==> src/kcmt_pkg.sv <==
package kcmt_pkg;

    localparam int TABLE_DEPTH = 64;
    localparam int LABEL_BYTES = 8;

    localparam int IDX_W      = $clog2(TABLE_DEPTH);
    localparam int ENT_W      = $clog2(TABLE_DEPTH + 1);
    localparam int LABEL_W    = 64;
    localparam int COUNT_W    = 16;
    localparam int BONUS_W    = 8;
    localparam int SLOT_W     = 6;
    localparam int ENTRIES_W  = 7;
    localparam int SUM_W      = COUNT_W + 2;
    localparam int CFG_ADDR_W = 3;
    localparam int CFG_DATA_W = 32;

    localparam logic [LABEL_W-1:0] LABEL_MASK = {LABEL_W{1'b1}} >> (LABEL_W - 8 * LABEL_BYTES);
    localparam logic [ENT_W-1:0]   DEPTH_COUNT = ENT_W'(TABLE_DEPTH);
    localparam logic [COUNT_W-1:0] COUNT_MAX = {COUNT_W{1'b1}};

    localparam logic               REG_MERGE_BONUS   = 1'b0;
    localparam logic [BONUS_W-1:0] MERGE_BONUS_RESET = 8'd1;

    typedef enum logic [1:0] {
        OP_CLEAR = 2'd0,
        OP_LOAD  = 2'd1,
        OP_MERGE = 2'd2,
        OP_NONE  = 2'd3
    } op_t;

    typedef struct packed {
        op_t                op;
        logic [LABEL_W-1:0] type_label;
        logic [COUNT_W-1:0] type_count;
        logic               last_in_fragment;
    } item_t;

    typedef struct packed {
        logic                 hit;
        logic [SLOT_W-1:0]    slot;
        logic [COUNT_W-1:0]   count_now;
        logic [ENTRIES_W-1:0] entries;
        logic                 table_full;
        logic                 last;
    } result_t;

    typedef enum logic [2:0] {
        ST_IDLE,
        ST_SCAN,
        ST_HIT,
        ST_APPEND,
        ST_CLEAR,
        ST_VOID,
        ST_DONE
    } state_t;

    typedef struct packed {
        logic accept;
        logic scan;
        logic hit_write;
        logic append;
        logic clear;
        logic void_op;
        logic load_out;
    } ctrl_cmd_t;

    typedef struct packed {
        op_t  in_op;
        logic scan_more;
        logic match;
        logic out_room;
    } ctrl_stat_t;

    function automatic logic [SLOT_W-1:0] to_slot(input logic [IDX_W-1:0] idx);
        logic [31:0] wide;
        wide = 32'(idx);
        return wide[SLOT_W-1:0];
    endfunction

    function automatic logic [ENTRIES_W-1:0] to_entries(input logic [ENT_W-1:0] n);
        logic [31:0] wide;
        wide = 32'(n);
        return wide[ENTRIES_W-1:0];
    endfunction

    function automatic logic [COUNT_W-1:0] sat_add(input logic [COUNT_W-1:0] a,
                                                  input logic [COUNT_W-1:0] b,
                                                  input logic [BONUS_W-1:0] c);
        logic [SUM_W-1:0] s;
        s = SUM_W'(a) + SUM_W'(b) + SUM_W'(c);
        return (s > SUM_W'(COUNT_MAX)) ? COUNT_MAX : s[COUNT_W-1:0];
    endfunction

endpackage

==> src/kcmt_regs.sv <==
module kcmt_regs
    import kcmt_pkg::*;
(
    input  logic                  clk,
    input  logic                  rst_n,
    input  logic                  psel,
    input  logic                  penable,
    input  logic                  pwrite,
    input  logic [CFG_ADDR_W-1:0] paddr,
    input  logic [CFG_DATA_W-1:0] pwdata,
    output logic [CFG_DATA_W-1:0] prdata,
    output logic                  pready,
    output logic [BONUS_W-1:0]    merge_bonus
);

    logic [BONUS_W-1:0] merge_bonus_reg;
    logic [BONUS_W-1:0] merge_bonus_next;
    logic               wr_en;

    assign pready = 1'b1;
    assign wr_en  = psel && penable && pwrite;

    always_comb
    begin
        merge_bonus_next = merge_bonus_reg;
        unique case (paddr[2])
            REG_MERGE_BONUS:
            begin
                if (wr_en)
                begin
                    merge_bonus_next = pwdata[BONUS_W-1:0];
                end
            end
            default:
            begin
                merge_bonus_next = merge_bonus_reg;
            end
        endcase
    end

    always_comb
    begin
        unique case (paddr[2])
            REG_MERGE_BONUS: prdata = CFG_DATA_W'(merge_bonus_reg);
            default:         prdata = '0;
        endcase
    end

    always_ff @(posedge clk or negedge rst_n)
    begin
        if (!rst_n)
        begin
            merge_bonus_reg <= MERGE_BONUS_RESET;
        end
        else
        begin
            merge_bonus_reg <= merge_bonus_next;
        end
    end

    assign merge_bonus = merge_bonus_reg;

endmodule

==> config.mk <==
export PLATFORM = sky130hd
export DESIGN_NAME = kcmt_regs
export DESIGN_NICKNAME = d
export VERILOG_FILES = /design/src/kcmt_pkg.sv /design/src/kcmt_regs.sv
export SDC_FILE = /design/constraint.sdc
export NUM_CORES = 1
export LEC_CHECK = 0
export ABC_CLOCK_PERIOD_IN_PS = 1800
export BUFFER_PORTS_ARGS = -buffer_cell sky130_fd_sc_hd__buf_4
export CAP_MARGIN = 20
export CORE_MARGIN = 10
export CORE_UTILIZATION = 32
export CTS_CLUSTER_SIZE = 40
export DETAILED_ROUTE_END_ITERATION = 8
export GPL_TIMING_DRIVEN = 0
export PLACE_DENSITY = 0.84
export SKIP_LAST_GASP = 1
export SYNTH_ARGS = -nofsm -noshare
export SYNTH_HDL_FRONTEND = slang
export SYNTH_SLANG_ARGS = --single-unit
==> constraint.sdc <==
create_clock -name clk -period 1.8 [get_ports clk]
set_input_delay 0.09 -clock clk [delete_from_list [all_inputs] [get_ports clk]]
set_output_delay 0.09 -clock clk [all_outputs]
set_load 0.02 [all_outputs]
==> results.toml <==
[clock_tree]
cts_num_sinks = 8
cts_max_level = 1
cts_tree = "built"
clk_latency_ns = 0.24
clk_pin_slew_ns = 0.06
cts_resized = 0
cts_inserted_buffers = 3
root_buffer = "clkbuf_4"
ctsLongestPathBuffers = 2

[yosys]
synth.cell_area_um2 = 581
ys_ff_latch = 8
synth_adder_area_share_pct = 0
synth_top_family_by_area = "buffers and inverters"
muxShareOfSynthArea_pct = 15.5
seq_area_frac_synth_pct = 34.7
synth_xor_area_share_pct = 0
synth_simple_gate_area_share_pct = 16.2
synthDistinctLibCells = 7
ys_warn_count = 0
synth_compound_area_share_pct = 0
syn_inst = 52
avgSynthCellArea_um2 = 11.2

[sta]
tns_ns = 0
setup_viol = 0
fin_crit_ns = 1.13
fin_crit_sh_pct = 62.9
final_max_slew_viol_count = 0
max_freq_mhz = 883
fin_skew_ns = 0
rsz0062_at_grt = "no"
hold_viol = 0

[critical_path]
critPathArrivalTime_ns = 1.04
cp.required_ns = 1.71
crit_type = "reg2out"
path_max_fanout = 3
reg2reg_depth = 1
crit_path_end_kind = "output port"
cp-start-kind = "flop"
reg2reg_slack_ns = 1.03

[floorplan]
start_util_pct = 33.6
num_rows = 15
die_h_um = 62.6
boundaryPins = 81
die_area_um2 = 3920
core_um2 = 1730
die_w_um = 62.6

[drt]
wl_met2_um = 711
ant_nets = 0
wl_per_cell_um = 11.6
routed_via_density = 3.34
top_layer = "met3"
drc = 0
wl_met3_um = 235
drt_pass1_iterations = 2
num_vias = 447
detail_route.iter0.violations = 8
wl_met1_um = 608
drt-total-wl_mm = 1.56

[grt]
grt_pass1_vias = 459
grt_pass1_wl_mm = 2.34
grt_start_max_net_pins = 10
antenna_found_initial = 0
grt_use_total_pct = 7.40
grt-ovfl-total = 0

[hold_path]
min_path_type = "in2reg"
min_path_cells = 2

[place]
io_buffers = 29
place_congestion = 0.646

[final_layout]
layout_commonest_cell = "buf_4"
mostFrequentLayoutCells = "buf_4, conb_1, and2b_2, mux2_2, dfrtp_1"
antenna_cells = 0
layout-drive-gt1-share_pct = 68.8
largest_reg_flops = 8
post-route-util_pct = 55.1
nets = 150
syn_to_final_growth_pct = 64.0

[power_and_ir_drop]
powerDensity_nw_per_um2 = 810
p_leak_nw = 0.565
irDropWorstVdd_mv = 0.327

[flow_run]
maxCapViolations = 0

[outcome]
status = "finished clean"
[power breakdown]
part	total (mW)	switching, mW	internal (mW)
Sequential	0.251	0.0270	0.224
Combinational	0.374	0.192	0.182
Clock	0.147	0.0622	0.0849
Total	0.772	0.281	0.491
[Yosys cell counts]
cell	number	area (µm²)
and2b_2	8	70.1
buf_4	25	188
conb_1	2	7.51
dfrtp_1	7	175
dfstp_2	1	26.3
mux2_2	8	90.1
nand4b_4	1	23.8
[cell families (layout without fill, tap and decap cells)]
logic type             after synthesis  count (layout)
flip-flops                           8               8
multiplexers                         8               8
buffers and inverters               25              59
AND/OR/NAND/NOR                      9               9
other                                2              25
[through the flow]
stage          std cells  cell area, µm²  hold WS (ns)  setup WS, ns  total power [mW]
3_5_place_dp         129             916       -0.0862         0.846             0.629
4_1_cts              134             952        0.0646         0.655             0.778
6_report             134             952        0.0661         0.668             0.772
5_1_grt              134             952        0.0608         0.632             0.817
3_3_place_gp         129             916       -0.0880         0.869             0.621
2_1_floorplan         75             667        -0.206         0.926             0.481
[worst max-delay path, cell delays in order (launching register included)]
cell     delay [ns]
dfstp_2        0.54
and2b_2        0.13
buf_4          0.13
[path summary, 6_finish.rpt]
path | start | endpoint
min | pwdata[4] | merge_bonus[4]
max reg2reg | merge_bonus[7] | merge_bonus[7]
min in group asynchronous | rst_n | merge_bonus[3]
max in group asynchronous | rst_n | merge_bonus[0]
max | merge_bonus[0] | prdata[0]
min reg2reg | merge_bonus[2] | merge_bonus[2]
[metal layers]
metal,track usage (%),up-vias
met5,0,-
met4,1.68,0
met3,5.02,0
met2,11.8,34
met1,7.89,186
li1,-,227
[layout make-up]
cell class / count / area, µm²
plain buffers: 25 / 188
clock buffers: 4 / 26.3
well taps: 25 / 31.3
flip-flops and latches: 8 / 201
multi-input cells: 42 / 278
fillers: 158 / 774
repair buffers: 30 / 228
[repair_timing]
item                      CTS  global route
hold endpoints to repair    8             0
hold buffers                1             0
buffers inserted            0             0
(Power assumes the default switching activity.)
