### src/kcmt_pkg.sv
package kcmt_pkg;

    localparam int TABLE_DEPTH = 64;
    localparam int LABEL_BYTES = 8;

    localparam int IDX_W      = $clog2(TABLE_DEPTH);
    localparam int ENT_W      = $clog2(TABLE_DEPTH + 1);
    localparam int LABEL_W    = 64;
    localparam int COUNT_W    = 16;
    localparam int BONUS_W    = 8;
    localparam int SLOT_W     = 6;
    localparam int ENTRIES_W  = 7;
    localparam int SUM_W      = COUNT_W + 2;
    localparam int CFG_ADDR_W = 3;
    localparam int CFG_DATA_W = 32;

    localparam logic [LABEL_W-1:0] LABEL_MASK = {LABEL_W{1'b1}} >> (LABEL_W - 8 * LABEL_BYTES);
    localparam logic [ENT_W-1:0]   DEPTH_COUNT = ENT_W'(TABLE_DEPTH);
    localparam logic [COUNT_W-1:0] COUNT_MAX = {COUNT_W{1'b1}};

    localparam logic               REG_MERGE_BONUS   = 1'b0;
    localparam logic [BONUS_W-1:0] MERGE_BONUS_RESET = 8'd1;

    typedef enum logic [1:0] {
        OP_CLEAR = 2'd0,
        OP_LOAD  = 2'd1,
        OP_MERGE = 2'd2,
        OP_NONE  = 2'd3
    } op_t;

    typedef struct packed {
        op_t                op;
        logic [LABEL_W-1:0] type_label;
        logic [COUNT_W-1:0] type_count;
        logic               last_in_fragment;
    } item_t;

    typedef struct packed {
        logic                 hit;
        logic [SLOT_W-1:0]    slot;
        logic [COUNT_W-1:0]   count_now;
        logic [ENTRIES_W-1:0] entries;
        logic                 table_full;
        logic                 last;
    } result_t;

    typedef enum logic [2:0] {
        ST_IDLE,
        ST_SCAN,
        ST_HIT,
        ST_APPEND,
        ST_CLEAR,
        ST_VOID,
        ST_DONE
    } state_t;

    typedef struct packed {
        logic accept;
        logic scan;
        logic hit_write;
        logic append;
        logic clear;
        logic void_op;
        logic load_out;
    } ctrl_cmd_t;

    typedef struct packed {
        op_t  in_op;
        logic scan_more;
        logic match;
        logic out_room;
    } ctrl_stat_t;

    function automatic logic [SLOT_W-1:0] to_slot(input logic [IDX_W-1:0] idx);
        logic [31:0] wide;
        wide = 32'(idx);
        return wide[SLOT_W-1:0];
    endfunction

    function automatic logic [ENTRIES_W-1:0] to_entries(input logic [ENT_W-1:0] n);
        logic [31:0] wide;
        wide = 32'(n);
        return wide[ENTRIES_W-1:0];
    endfunction

    function automatic logic [COUNT_W-1:0] sat_add(input logic [COUNT_W-1:0] a,
                                                  input logic [COUNT_W-1:0] b,
                                                  input logic [BONUS_W-1:0] c);
        logic [SUM_W-1:0] s;
        s = SUM_W'(a) + SUM_W'(b) + SUM_W'(c);
        return (s > SUM_W'(COUNT_MAX)) ? COUNT_MAX : s[COUNT_W-1:0];
    endfunction

endpackage

### src/kcmt_ctrl.sv
module kcmt_ctrl
    import kcmt_pkg::*;
(
    input  logic       clk,
    input  logic       rst_n,
    input  logic       in_valid,
    input  ctrl_stat_t stat,
    output ctrl_cmd_t  cmd,
    output logic       in_stall
);

    state_t state_reg;
    state_t state_next;

    always_comb
    begin
        state_next = state_reg;
        unique case (state_reg) inside
            ST_IDLE:
            begin
                if (in_valid)
                begin
                    unique case (stat.in_op)
                        OP_CLEAR: state_next = ST_CLEAR;
                        OP_LOAD:  state_next = ST_APPEND;
                        OP_MERGE: state_next = ST_SCAN;
                        OP_NONE:  state_next = ST_VOID;
                        default:  state_next = ST_VOID;
                    endcase
                end
            end
            ST_SCAN:
            begin
                if (stat.match)
                begin
                    state_next = ST_HIT;
                end
                else if (!stat.scan_more)
                begin
                    state_next = ST_APPEND;
                end
            end
            ST_HIT, ST_APPEND, ST_CLEAR, ST_VOID:
            begin
                state_next = ST_DONE;
            end
            ST_DONE:
            begin
                if (stat.out_room)
                begin
                    state_next = ST_IDLE;
                end
            end
            default:
            begin
                state_next = ST_IDLE;
            end
        endcase
    end

    always_comb
    begin
        cmd      = '0;
        in_stall = 1'b1;
        unique case (state_reg)
            ST_IDLE:
            begin
                in_stall   = 1'b0;
                cmd.accept = in_valid;
            end
            ST_SCAN:   cmd.scan      = 1'b1;
            ST_HIT:    cmd.hit_write = 1'b1;
            ST_APPEND: cmd.append    = 1'b1;
            ST_CLEAR:  cmd.clear     = 1'b1;
            ST_VOID:   cmd.void_op   = 1'b1;
            ST_DONE:   cmd.load_out  = stat.out_room;
            default:   cmd           = '0;
        endcase
    end

    always_ff @(posedge clk or negedge rst_n)
    begin
        if (!rst_n)
        begin
            state_reg <= ST_IDLE;
        end
        else
        begin
            state_reg <= state_next;
        end
    end

endmodule

### config.mk
export PLATFORM = sky130hd
export DESIGN_NAME = kcmt_ctrl
export DESIGN_NICKNAME = d
export VERILOG_FILES = /design/src/kcmt_pkg.sv /design/src/kcmt_ctrl.sv
export SDC_FILE = /design/constraint.sdc
export NUM_CORES = 1
export LEC_CHECK = 0
export ABC_AREA = 1
export BUFFER_PORTS_ARGS = -buffer_cell sky130_fd_sc_hd__buf_2
export CAP_MARGIN = 25
export CORE_AREA = 3 3 40 42
export CTS_CLUSTER_DIAMETER = 150
export CTS_CLUSTER_SIZE = 30
export DETAILED_ROUTE_END_ITERATION = 10
export DIE_AREA = 0 0 43 45
export PLACE_DENSITY = 0.54
export SYNTH_ARGS = -nofsm -noshare
export SYNTH_HDL_FRONTEND = slang
export SYNTH_SLANG_ARGS = --single-unit
### constraint.sdc
create_clock -name clk -period 2.3 [get_ports clk]
set_input_delay 0.23 -clock clk [delete_from_list [all_inputs] [get_ports clk]]
set_output_delay 0.23 -clock clk [all_outputs]
set_load 0.05 [all_outputs]
==> results.json <==
{
  "status": "complete, no violations",
  "crit_fanout": 7,
  "placed_area_sq_um": 404,
  "synth_top_area_share_pct": 24.2,
  "max_slew_margin_pct": 81.2,
  "grt_max_degree": 9,
  "numCtsBuffers": 3,
  "synth.distinct_cells": 14,
  "cts.clk_slew.worst_paths_ps": 40,
  "synth_area_leader_cell": "dfrtp_1",
  "worstPathArrival_ps": 1350,
  "place_ws_ps": 971,
  "cts_tree": "done",
  "yosys-top-cells-count": "11 x inv_1, 8 x nand2_1, 5 x nor3_1",
  "clockBufferDepth": 2,
  "drc": 0,
  "final.setup.tns_ps": 0,
  "drv_slew": 0,
  "die-height_um": 45,
  "grt_first_pass_wirelength_mm": 1.09,
  "clock-sinks": 3,
  "antenna_found_initial": 0,
  "synth_ff_type": "dfrtp_1",
  "grt.total_usage_pct": 7.85,
  "avgSynthCellArea_sq_um": 6.60,
  "ctsHoldBuffers": 1,
  "synthCells": 47,
  "die_area_sq_um": 1940,
  "hold_viol": 0,
  "layout-drive-gt1-share_pct": 34.3,
  "wl_per_cell_um": 8.88,
  "largest_reg_flops": 3,
  "min_period_over_period_pct": 68.9,
  "grt_pass1_vias": 287,
  "syn_nets": 58,
  "final_cell_area_sq_um": 440,
  "power_density_nw_per_um2": 1490,
  "synth_edf_count": 0,
  "place_hpwl_um": 592,
  "cp-end-kind": "output pin",
  "final_net_count": 79,
  "grt.overflow.total": 0,
  "worstPathRequired_ps": 2070,
  "initialDrtViolationCount": 0,
  "wirelength_um": 728,
  "synth_most_common_cell": "inv_1",
  "num_vias": 352,
  "rows": 13,
  "dr.pass1.iters": 1,
  "path_class": "flip-flop to output pin",
  "core_sq_um": 1280,
  "synth_seq_area_share_pct": 24.2,
  "htreeDepth": 1,
  "diodes": 0,
  "syn2layout_area_growth_pct": 41.9,
  "fin_skew_ps": 3.64,
  "worstMarginPinSlew_ps": 282,
  "synthTopCellsByArea": "dfrtp_1 24%, inv_1 13%, ha_1 12%",
  "portBuffers": 15,
  "root_buffer": "clkbuf_4",
  "p_leak_uw": 0.000262,
  "nFillCells": 146,
  "period_minus_slack_ps": 1580,
  "holdCritPathClass": "input pin to flip-flop",
  "ant_nets": 0,
  "yosys_warnings": 0,
  "ir_drop_v": 0.000360,
  "gp_congestion": 0.685,
  "grt_setup_unrepaired": "no",
  "async_reset_ff_share_pct": 100,
  "yosys_register_bits": 3,
  "die_w_um": 43,
  "synthesis.area_sq_um": 310,
  "viasPerCell": 4.29,
  "setup_ws_ps": 715,
  "clock_latency_ps": 240,
  "cts_setup_buffers": 0,
  "initial_core_util_pct": 24.1,
  "cts_resized": 0,
  "max_cap_viol_count": 0,
  "critPathLaunchType": "flip-flop",
  "pin_count": 16,
  "clock.fmax_mhz": 631,
  "setup_violations": 0
}
## cell usage in the layout (no fill, tap or decap)
| master | netlist | layout |
|---|---|---|
| nand2_1 | 8 | 8 |
| nor2_1 | 4 | 4 |
| inv_1 | 11 | 11 |
| a21oi_1 | 3 | 3 |
| nand3_2 | 2 | 2 |
| nor2_4 | 1 | 1 |
| inv_2 | 1 | 1 |
| ha_1 | 3 | 3 |
| clkbuf_4 | 0 | 3 |
| clkbuf_1 | 0 | 1 |
| nor2_2 | 1 | 1 |
| nor3_1 | 5 | 5 |
| dlygate4sd3_1 | 0 | 1 |
| nand3_1 | 2 | 2 |
| dfrtp_1 | 3 | 3 |
| o21ai_0 | 1 | 1 |
| nand3b_1 | 2 | 2 |
| buf_2 | 0 | 15 |
## final cells by class
cell class | instances | area, sq um | area share (%)
multi-input cells | 32 | 190 | 43.2
well taps | 15 | 18.8 | 4.26
repair buffers | 16 | 85.1 | 19.3
flip-flops and latches | 3 | 75.1 | 17.0
inverters | 12 | 45.0 | 10.2
clock buffers | 4 | 26.3 | 5.97
## routing by layer
layer	GRT usage (%)	vias up	routed length, um
met5	0	-	0
met4	7.23	0	13
met3	2.39	2	40
met2	13.2	11	368
met1	7.77	152	306
li1	-	187	-
## report_power, final
group          switching, uW  internal, uW
Sequential              52.7          78.3
Clock                   28.8          65.1
Combinational            312           119
Total                    394           262
## cells by family (layout without fill, tap and decap cells)
family | Yosys count | in the layout | synth area share, %
AND/OR/NAND/NOR | 25 | 25 | 42.7
flip-flops | 3 | 3 | 24.2
adder cells (fa/ha/maj) | 3 | 3 | 12.1
buffers and inverters | 12 | 32 | 14.5
AO/OA/AOI/OAI | 4 | 4 | 6.45
## critical path: stages, from the launching register on
cell	delay [ps]
dfrtp_1	470
nor2_4	220
nand2_1	90
nor2_1	80
buf_2	260
## through the flow
step,instances,util [%],hold WS (ps),power [uW]
floorplan,47,-,-65.6,473
global placement,77,31.5,27.7,562
detailed placement,77,31.5,29.5,562
CTS,82,34.3,286,662
global route,82,34.3,328,712
finish,82,34.3,289,656
## path summary, 6_finish.rpt
| check | end | startpoint | slack (ps) | cells past startpoint |
|---|---|---|---|---|
| hold reg to reg | state_reg[0] | state_reg[0] | 660 | 2 |
| min in group asynchronous | state_reg[1] | rst_n | 320 | 2 |
| setup / recovery | cmd[6] | state_reg[2] | 720 | 4 |
| max in group asynchronous | state_reg[0] | rst_n | 1870 | 2 |
| setup reg to reg | state_reg[0] | state_reg[2] | 1110 | 6 |
| hold / removal | state_reg[0] | stat[1] | 290 | 4 |
Power figures use the tool's default switching activity.
